===== src/sv/cts_pkg.sv =====
// Package: types and constants of the CAN transfer segmenter.
package cts_pkg;

    localparam int ChunkMax   = 7;
    localparam int ByteW      = 8;
    localparam int IdentW     = 29;
    localparam int LenW       = 4;
    localparam int ChunkW     = ChunkMax * ByteW;
    localparam int FillW      = 3;
    localparam int TidW       = 5;
    localparam int PrioW      = 5;
    localparam int SubjectW   = 16;
    localparam int NodeW      = 7;
    localparam int CfgIndexW  = 2;
    localparam int CfgDataW   = 16;

    localparam logic [PrioW-1:0]    PrioReset    = 5'd16;
    localparam logic [SubjectW-1:0] SubjectReset = 16'd3840;
    localparam logic [NodeW-1:0]    NodeReset    = 7'd125;

    typedef enum logic [CfgIndexW-1:0] {
        CFG_PRIORITY = 2'd0,
        CFG_SUBJECT  = 2'd1,
        CFG_NODE     = 2'd2
    } t_cfg_index;

    typedef struct packed {
        logic [IdentW-1:0] frame_identifier;
        logic [LenW-1:0]   frame_length;
        logic [ByteW-1:0]  header_byte;
        logic [ChunkW-1:0] chunk_bytes;
    } t_frame;

endpackage


===== src/sv/cts_if.sv =====
// Channel interfaces: payload byte stream in, CAN frames out.
interface cts_byte_if import cts_pkg::*; ();
    logic             valid;
    logic             ready;
    logic [ByteW-1:0] payload_byte;
    logic             final_byte;

    modport source (output valid, output payload_byte, output final_byte, input ready);
    modport sink   (input valid, input payload_byte, input final_byte, output ready);
endinterface

interface cts_frame_if import cts_pkg::*; ();
    logic              valid;
    logic              ready;
    logic [IdentW-1:0] frame_identifier;
    logic [LenW-1:0]   frame_length;
    logic [ByteW-1:0]  header_byte;
    logic [ChunkW-1:0] chunk_bytes;

    modport source (output valid, output frame_identifier, output frame_length,
                    output header_byte, output chunk_bytes, input ready);
    modport sink   (input valid, input frame_identifier, input frame_length,
                    input header_byte, input chunk_bytes, output ready);
endinterface


===== src/sv/can_transfer_segmenter.sv =====
// CAN transfer segmenter: gathers payload bytes into frames with header byte.
// A frame is built as its closing byte is taken and lands in the output register (skid if stalled).
// Throughput: one payload byte per cycle; frames leave through an output
// register backed by a one-entry skid register, so input stalls only when both hold frames.
// Reset: synchronous active-low; clears fill, toggle, transfer id and output valids, sets the
// start flag, and loads the identifier registers with their defaults.
module can_transfer_segmenter import cts_pkg::*; (
    input  logic                 i_clk,
    input  logic                 i_rst_n,
    cts_byte_if.sink             i_byte,
    cts_frame_if.source          o_frame,
    input  logic                 i_cfg_we,
    input  logic [CfgIndexW-1:0] i_cfg_index,
    input  logic [CfgDataW-1:0]  i_cfg_data
);

    logic [PrioW-1:0]    r_prio;
    logic [SubjectW-1:0] r_subject;
    logic [NodeW-1:0]    r_node;

    logic [ByteW-1:0]    r_store [ChunkMax-1];
    logic [FillW-1:0]    r_fill;
    logic                r_start;
    logic                r_toggle;
    logic [TidW-1:0]     r_tid;

    t_frame              r_out;
    logic                r_out_valid;
    t_frame              r_skid;
    logic                r_skid_valid;

    logic                in_fire;
    logic                out_fire;
    logic [FillW-1:0]    n_fill;
    logic                emit;
    logic                produce;
    logic [ChunkW-1:0]   stored;
    t_frame              n_frame;

    assign in_fire  = i_byte.valid && i_byte.ready;
    assign out_fire = r_out_valid && o_frame.ready;
    assign n_fill   = r_fill + 3'd1;
    assign emit     = i_byte.final_byte || (n_fill == FillW'(ChunkMax));
    assign produce  = in_fire && emit;

    always_comb begin
        stored = '0;
        for (int i = 0; i < ChunkMax - 1; i++) begin
            stored[i*ByteW +: ByteW] = r_store[i];
        end
    end

    always_comb begin
        n_frame.frame_identifier = {r_prio, r_subject, 1'b0, r_node};
        n_frame.frame_length     = LenW'(r_fill) + 4'd2;
        n_frame.header_byte      = {r_start, i_byte.final_byte, r_toggle, r_tid};
        for (int i = 0; i < ChunkMax; i++) begin
            if (FillW'(i) == r_fill) begin
                n_frame.chunk_bytes[i*ByteW +: ByteW] = i_byte.payload_byte;
            end else if (FillW'(i) < r_fill) begin
                n_frame.chunk_bytes[i*ByteW +: ByteW] = stored[i*ByteW +: ByteW];
            end else begin
                n_frame.chunk_bytes[i*ByteW +: ByteW] = '0;
            end
        end
    end

    always_ff @(posedge i_clk) begin
        if (!i_rst_n) begin
            r_prio    <= PrioReset;
            r_subject <= SubjectReset;
            r_node    <= NodeReset;
        end else if (i_cfg_we) begin
            unique case (t_cfg_index'(i_cfg_index))
                CFG_PRIORITY: r_prio    <= i_cfg_data[PrioW-1:0];
                CFG_SUBJECT:  r_subject <= i_cfg_data[SubjectW-1:0];
                CFG_NODE:     r_node    <= i_cfg_data[NodeW-1:0];
                default: ;
            endcase
        end
    end

    always_ff @(posedge i_clk) begin
        for (int i = 0; i < ChunkMax - 1; i++) begin
            if (in_fire && !emit && r_fill == FillW'(i)) begin
                r_store[i] <= i_byte.payload_byte;
            end
        end
    end

    always_ff @(posedge i_clk) begin
        if (!i_rst_n) begin
            r_fill   <= '0;
            r_start  <= 1'b1;
            r_toggle <= 1'b0;
            r_tid    <= '0;
        end else if (in_fire) begin
            if (emit) begin
                r_fill <= '0;
                if (i_byte.final_byte) begin
                    r_start  <= 1'b1;
                    r_toggle <= 1'b0;
                    r_tid    <= r_tid + 5'd1;
                end else begin
                    r_start  <= 1'b0;
                    r_toggle <= !r_toggle;
                end
            end else begin
                r_fill <= n_fill;
            end
        end
    end

    // Output register plus skid: a new frame lands in the skid only when the
    // output register is held by a stalled transaction.
    always_ff @(posedge i_clk) begin
        if (!i_rst_n) begin
            r_out_valid  <= 1'b0;
            r_skid_valid <= 1'b0;
        end else if (r_skid_valid) begin
            if (out_fire) begin
                r_out_valid  <= 1'b1;
                r_skid_valid <= 1'b0;
            end
        end else if (produce) begin
            if (!r_out_valid || out_fire) begin
                r_out_valid <= 1'b1;
            end else begin
                r_skid_valid <= 1'b1;
            end
        end else if (out_fire) begin
            r_out_valid <= 1'b0;
        end
    end

    always_ff @(posedge i_clk) begin
        if (r_skid_valid) begin
            if (out_fire) begin
                r_out <= r_skid;
            end
        end else if (produce) begin
            if (!r_out_valid || out_fire) begin
                r_out <= n_frame;
            end else begin
                r_skid <= n_frame;
            end
        end
    end

    assign i_byte.ready             = !r_skid_valid;
    assign o_frame.valid            = r_out_valid;
    assign o_frame.frame_identifier = r_out.frame_identifier;
    assign o_frame.frame_length     = r_out.frame_length;
    assign o_frame.header_byte      = r_out.header_byte;
    assign o_frame.chunk_bytes      = r_out.chunk_bytes;

endmodule


===== src/flat_wrapper.sv =====
// flat-port wrapper written by rule: the top's interface ports become plain ports
module can_transfer_segmenter_flat import cts_pkg::*;
  (i_clk, i_rst_n, i_cfg_we, i_cfg_index, i_cfg_data, i_byte_valid, i_byte_payload_byte, i_byte_final_byte, i_byte_ready, o_frame_valid, o_frame_frame_identifier, o_frame_frame_length, o_frame_header_byte, o_frame_chunk_bytes, o_frame_ready);
  cts_byte_if i_byte_i ();
  cts_frame_if o_frame_i ();
  input  logic i_clk;
  input  logic i_rst_n;
  input  logic i_cfg_we;
  input  logic [CfgIndexW-1:0] i_cfg_index;
  input  logic [CfgDataW-1:0] i_cfg_data;
  input wire logic [$bits(i_byte_i.valid)-1:0] i_byte_valid;
  input wire logic [$bits(i_byte_i.payload_byte)-1:0] i_byte_payload_byte;
  input wire logic [$bits(i_byte_i.final_byte)-1:0] i_byte_final_byte;
  output wire logic [$bits(i_byte_i.ready)-1:0] i_byte_ready;
  output wire logic [$bits(o_frame_i.valid)-1:0] o_frame_valid;
  output wire logic [$bits(o_frame_i.frame_identifier)-1:0] o_frame_frame_identifier;
  output wire logic [$bits(o_frame_i.frame_length)-1:0] o_frame_frame_length;
  output wire logic [$bits(o_frame_i.header_byte)-1:0] o_frame_header_byte;
  output wire logic [$bits(o_frame_i.chunk_bytes)-1:0] o_frame_chunk_bytes;
  input wire logic [$bits(o_frame_i.ready)-1:0] o_frame_ready;
  assign i_byte_i.valid = i_byte_valid;
  assign i_byte_i.payload_byte = i_byte_payload_byte;
  assign i_byte_i.final_byte = i_byte_final_byte;
  assign i_byte_ready = i_byte_i.ready;
  assign o_frame_valid = o_frame_i.valid;
  assign o_frame_frame_identifier = o_frame_i.frame_identifier;
  assign o_frame_frame_length = o_frame_i.frame_length;
  assign o_frame_header_byte = o_frame_i.header_byte;
  assign o_frame_chunk_bytes = o_frame_i.chunk_bytes;
  assign o_frame_i.ready = o_frame_ready;
  can_transfer_segmenter u_core (.i_clk(i_clk), .i_rst_n(i_rst_n), .i_byte(i_byte_i), .o_frame(o_frame_i), .i_cfg_we(i_cfg_we), .i_cfg_index(i_cfg_index), .i_cfg_data(i_cfg_data));
endmodule

===== config.mk =====
export PLATFORM = sky130hd
export DESIGN_NAME = can_transfer_segmenter_flat
export DESIGN_NICKNAME = d
export VERILOG_FILES = /design/src/sv/cts_pkg.sv /design/src/sv/cts_if.sv /design/src/sv/can_transfer_segmenter.sv /design/src/flat_wrapper.sv
export SDC_FILE = /design/constraint.sdc
export NUM_CORES = 1
export LEC_CHECK = 0
export ABC_AREA = 1
export CORE_MARGIN = 5
export CORE_UTILIZATION = 60
export DETAILED_ROUTE_END_ITERATION = 16
export DONT_BUFFER_PORTS = 1
export GPL_ROUTABILITY_DRIVEN = 1
export HOLD_SLACK_MARGIN = 0.05
export PLACE_DENSITY = 0.76
export SLEW_MARGIN = 20
export SYNTH_ARGS = -nofsm -noshare
export SYNTH_HDL_FRONTEND = slang
export SYNTH_SLANG_ARGS = --single-unit

===== constraint.sdc =====
create_clock -name i_clk -period 20.9 [get_ports i_clk]
set_input_delay 2.09 -clock i_clk [delete_from_list [all_inputs] [get_ports i_clk]]
set_output_delay 2.09 -clock i_clk [all_outputs]
set_load 0.1 [all_outputs]

==> results of run 1 <==
-- area by class of cell --
| class | count | area, um^2 |
|---|---|---|
| well taps | 225 | 282 |
| multi-input cells | 544 | 2370 |
| clock buffers | 46 | 817 |
| fillers | 1178 | 5670 |
| inverters | 39 | 149 |
| clock inverters | 3 | 18.8 |
| repair buffers | 4 | 30.0 |
| flip-flops and latches | 280 | 8010 |
-- cell families after synthesis --
| logic type | share of synthesized area (%) |
|---|---|
| and+or+nand+nor | 16.4 |
| DFF | 75.0 |
| AOI/OAI and AO/OA | 4.45 |
| buffers and inverters | 2.87 |
| adders and majority gates | 1.17 |
| xor gates and xnor gates | 0.0820 |
| other | 0.0351 |
-- worst max-delay path: cells and delay by family --
family,cells,cell delay (ns)
compound gates,1,0.82
buf+inv,2,0.82
simple gates,2,0.44
-- final timing paths --
check | from | end | slack, ns | depth (start not counted)
worst min-delay path | u_core.r_prio[1] | u_core.r_skid[93] | 0.46 | 0
worst max register to register | u_core.r_fill[2] | u_core.o_frame.chunk_bytes[17] | 17.34 | 7
worst min register to register | u_core.r_prio[1] | u_core.r_skid[93] | 0.46 | 0
worst max-delay path | i_byte_valid | u_core.o_frame.chunk_bytes[17] | 16.80 | 5
-- routing by layer --
layer	GRT usage, %	part of all wire (%)	vias up
li1	-	-	3058
met1	28.8	41	3065
met2	33.3	48	276
met3	5.96	9.5	43
met4	5.65	2.2	0
met5	0	0	-
-- metrics by stage --
stage	std cells	hold WS [ns]	area (um^2)	power, mW	setup slack [ns]
6_report	1141	0.458	11700	1.18	16.80
2_1_floorplan	897	0.425	10700	0.729	11.05
4_1_cts	1141	0.460	11700	1.19	16.80
3_5_place_dp	1092	0.443	10800	0.738	16.27
3_3_place_gp	1092	0.438	10800	0.737	16.39
5_1_grt	1141	0.471	11700	1.22	16.60
-- report_power, final --
group | total (mW) | switching, mW | leakage (nW) | internal [mW]
Combinational | 0.0357 | 0.0274 | 1.42 | 0.00830
Sequential | 0.691 | 0.0676 | 2.51 | 0.623
Clock | 0.455 | 0.191 | 0.410 | 0.264
-- synth_stat cells, drive strengths merged --
library cell / instances / share of area, %
buf: 15 / 0.82
clkinv: 1 / 0.047
nor3: 2 / 0.14
dfxtp: 40 / 7.5
o21ai: 70 / 3.3
clkbuf: 19 / 0.67
edfxtp: 240 / 67
a21oi: 12 / 0.70
xor2: 1 / 0.082
nand3: 53 / 2.5
nor2: 55 / 2.0
nand4: 2 / 0.12
ha: 10 / 1.2
inv: 38 / 1.3
and2: 1 / 0.059
conb: 1 / 0.035
o22ai: 8 / 0.47
nand2: 329 / 12
-- flip-flops by register name (all words and copies together) (netlist names) --
| signal | count |
|---|---|
| u_core.r_skid | 96 |
| u_core.r_subject | 16 |
| u_core.o_frame.valid | 1 |
| u_core.r_tid | 5 |
| u_core.r_start | 1 |
| u_core.r_prio | 5 |
| u_core.o_frame.frame_identifier | 28 |
| u_core.r_store | 48 |
| u_core.r_toggle | 1 |
| u_core.r_node | 7 |
| u_core.r_fill | 3 |
| u_core.o_frame.header_byte | 8 |
| u_core.o_frame.frame_length | 4 |
| u_core.o_frame.chunk_bytes | 56 |
| u_core.r_skid_valid | 1 |
==> metrics, run 1 <==
status=completed; Post-Syn Nets=between 900 and 1,000; clk_lat worst skew=between 0.5 and 0.6 ns; core box area=about 17,000 um^2; crit-path cells=inv_1, nor2_2, nand2_1, o21ai_4, buf_4; Worst Max-Slew Pin Slew=between 1 and 1.5 ns; Synth Warn #=0; WL/cell=roughly 19 um; Power per Cell Area=101 nW/um^2; Pins Over Slew Limit=0; Total Nets Final=~940; final core utilization=between 60% and 70%; largest net degree at the start of global routing=90; VDD IR max=approximately 0.067 mV; critical path class=in -> reg; register bit total from synthesis=280; RSZ-0062 raised after global routing=false; critical path launch point type=input pin; slowest CP cell=o21ai_4; Layout Skew=0.0123 ns; synthesized instance count=~900; Mapped Area=~11,000 um^2; die area=20,600 um^2; number of global-route vias before repair=6,204; Worst EP required=~21 ns; Die Width=approximately 140 um; Vias=between 6,000 and 7,000; worst hold path class=reg -> reg; FMAX=roughly 240 MHz; Final Hold Viols=0; clock transition at the registers of the reported paths=around 0.060 ns; IO buf count=0; Area growth syn-to-layout=9.41%; antenna violations before repair=0; PostCTS Resize Cnt=0; HPWL Detailed=around 13,000 um; post-CTS setup buffers=0; syn avg cell area=11.9 um^2; data arrival time of the critical path=about 4.2 ns; antenna-violating nets left=0; final period utilization=about a fifth; final WL=~22,000 um; CTS tree=built; CTS root buffer=clkbuf_16; DRC errors left=0; CTS Buffer Depth=3; n_diodes=0; final setup TNS=0 ns; count of final setup violators=0; share of cells above drive strength 1=~5.9%; critical path fanouts, max=64; Cell Rows=48; total CTS buffers=27; Yosys cell types=28; gr ovfl total=0; most frequent cells in the layout=nand2_1, edfxtp_1, o21ai_0; most common cell after layout, fill and taps aside=nand2_1; Final Critical Period=slightly above 4 ns; Via density=between 5 and 6; Crit. End Element=register; max_cap viols=0; # IOs=around 130; Die Y=about 140 um; CP peak stage delay=around 0.82 ns; leakage=4.35 nW; TritonRoute pass-1 iters=5; GP Congestion=roughly 0.81; sequential-to-total area share from yosys stat=between 70% and 80%; Slew HR=~31%; Total GRT Usage=a little over a fifth; first-pass GRT wire length=33,800 um; 1st-iter DRT viols=roughly 560; htree depth=1; Starting Density=between 60% and 70%; Clock Sinks=280; Post-CTS Hold Buffers=0
Power figures use the tool's default switching activity.
==> run 2, diff against run 1 <==
Settings changed: CORE_UTILIZATION 60 to 57, PLACE_DENSITY 0.76 to 0.75.
Clock period 20.9 ns to 3.6 ns, I/O delays scaled along.
==> metrics, run 2 (same netlist as run 1, synthesis figures left out) <==
post-CTS setup buffers=0 (unchanged); leakage=4.50 nW (+3.6%); clk_lat worst skew=0.53 ns (about the same); slowest CP cell=buf_4; Critical Path End=i_byte_ready; CP peak stage delay=0.64 ns (-0.18 ns); Total Nets Final=970 (+3.4%); TritonRoute pass-1 iters=5 (unchanged); gr ovfl total=0 (unchanged); 1st-iter DRT viols=454 (-20%); share of cells above drive strength 1=6.11% (+0.21 points); reg2reg end=u_core.r_skid[90]; crit-path cells=buf_4, clkinv_2, buf_4; final period utilization=74.7%; GP Congestion=0.825 (+2.4%); Top reg by flops=u_core.r_skid; n_diodes=0 (unchanged); Pins Over Slew Limit=0 (unchanged); Worst path depth=3 (-2); Filler cells=1,342 (+14%); crit path from=u_core.r_skid_valid; Die Width=147 um (+2.4%); Starting Density=57.5% (-4.1 points); Hold Startpoint=i_cfg_index[0]; die area=21,600 um^2 (+4.9%); Post-CTS Hold Buffers=28 (+28); setup slack, reg-to-reg=0.94 ns (-16.40 ns); Via density=5.49 (-2.8%); status=completed; max FFs per register=96 (unchanged); data arrival time of the critical path=2.33 ns (-1.90 ns); placed cell area=10,900 um^2 (+0.50%); antenna violations before repair=0 (unchanged); Top Family by Delay on Critical Path=buffers and inverters; CTS Buffer Depth=3 (unchanged); DRC errors left=0 (unchanged); Cell Rows=50 (+4.2%); buffers plus inverters on the worst setup path=3 (+1); final cell count without fillers=1,184 (+3.8%); critical path launch point type=register; Final Hold Viols=0 (unchanged); Worst Max-Slew Pin Slew=0.973 ns (-0.0582 ns); critical path fanouts, max=67 (+4.7%); WL/cell=18.7 um (-1.3%); Area growth syn-to-layout=13.2%; Final Critical Period=2.69 ns; Worst EP required=3.24 ns (-17.79 ns); # IOs=131 (unchanged); Slew HR=35.2% (+4.3 points); placed cell count=1,103 (+1.0%); largest net degree at the start of global routing=83 (-7.8%); Crit. End Element=output pin; FMAX=372 MHz; htree depth=1 (unchanged); Clock Sinks=280 (unchanged); max_cap viols=0 (unchanged); RR Startpoint=u_core.r_fill[2]; IO buf count=0 (unchanged); VDD IR max=0.374 mV (+460%); number of global-route vias before repair=6,219 (+0.24%); R2R cell count=7 (unchanged); worst hold path class=in -> reg; Layout Skew=0.0169 ns (+0.00458 ns); clock transition at the registers of the reported paths=0.06 ns (about the same); final setup TNS=0 ns (unchanged); RSZ-0062 raised after global routing=false; post-layout instance area=12,100 um^2 (+3.5%); count of final setup violators=0 (unchanged); Power per Cell Area=579 nW/um^2 (+470%); Die Y=147 um (+2.4%); Total GRT Usage=20.2% (-0.75 points); total CTS buffers=28 (+3.7%); CTS tree=built; core box area=18,600 um^2 (+7.1%); most frequent cells in the layout=nand2_1, edfxtp_1, o21ai_0; antenna-violating nets left=0 (unchanged); HPWL Detailed=13,200 um (about the same); first-pass GRT wire length=34,500 um (+2.1%); most common cell after layout, fill and taps aside=nand2_1; Vias=6,500 (+0.90%); PostCTS Resize Cnt=0 (unchanged); Most common cell on crit path=buf_4; critical path class=reg -> out; CTS root buffer=clkbuf_16; final WL=22,200 um (+2.4%)
## run 2: how the worst min path moves through the flow
| stage | slack, ns | cells past startpoint | endpoint |
|---|---|---|---|
| after global routing | 0.09 | 3 | u_core.r_prio[4] |
| final | 0.09 | 3 | u_core.r_node[3] |
| after detailed placement | 0.45 | 0 | u_core.r_skid[74] |
| after global placement | 0.44 | 0 | u_core.r_skid[89] |
| after CTS | 0.07 | 3 | u_core.r_prio[4] |
| after floorplan | 0.43 | 0 | u_core.r_skid[69] |
## run 2: per-layer routing
layer | part of all wire (%) | track usage (%) | vias to the layer above
met3 | 8.0 | 4.94 | 43
met5 | 0 | 0 | -
met2 | 48 | 32.5 | 243
met1 | 41 | 27.3 | 3090
met4 | 2.8 | 6.44 | 0
li1 | - | - | 3124
## run 2: cell type report
| cell class | instances | area (um^2) | share of cell area, % |
|---|---|---|---|
| Clock buffer | 43 | 798 | 6.60 |
| Clock inverter | 9 | 73.8 | 0.611 |
| Inverter | 39 | 151 | 1.25 |
| Multi-Input combinational cell | 544 | 2370 | 19.6 |
| Sequential cell | 280 | 8010 | 66.3 |
| Tap cell | 234 | 293 | 2.42 |
| Timing Repair Buffer | 35 | 388 | 3.21 |
## run 2: power breakdown
group / switching, mW / internal, mW
Sequential: 0.386 / 3.62
Combinational: 0.191 / 0.0768
Clock: 1.13 / 1.59
Total: 1.71 / 5.29
## run 2: worst min-delay path, cell delays in order
cell and delay, ns:
nor3_2 0.07, nand2_1 0.07, nand3_1 0.06
## run 2: per-stage QoR
step | util, % | hold slack, ns | setup WS (ns) | total power, mW
floorplan | - | 0.425 | 0.506 | 4.22
global placement | 58.7 | 0.439 | 0.757 | 4.28
detailed placement | 58.7 | 0.445 | 0.586 | 4.29
CTS | 64.9 | 0.0735 | 0.577 | 7.04
global route | 65.1 | 0.0854 | 0.737 | 7.23
finish | 65.1 | 0.0881 | 0.910 | 7.00
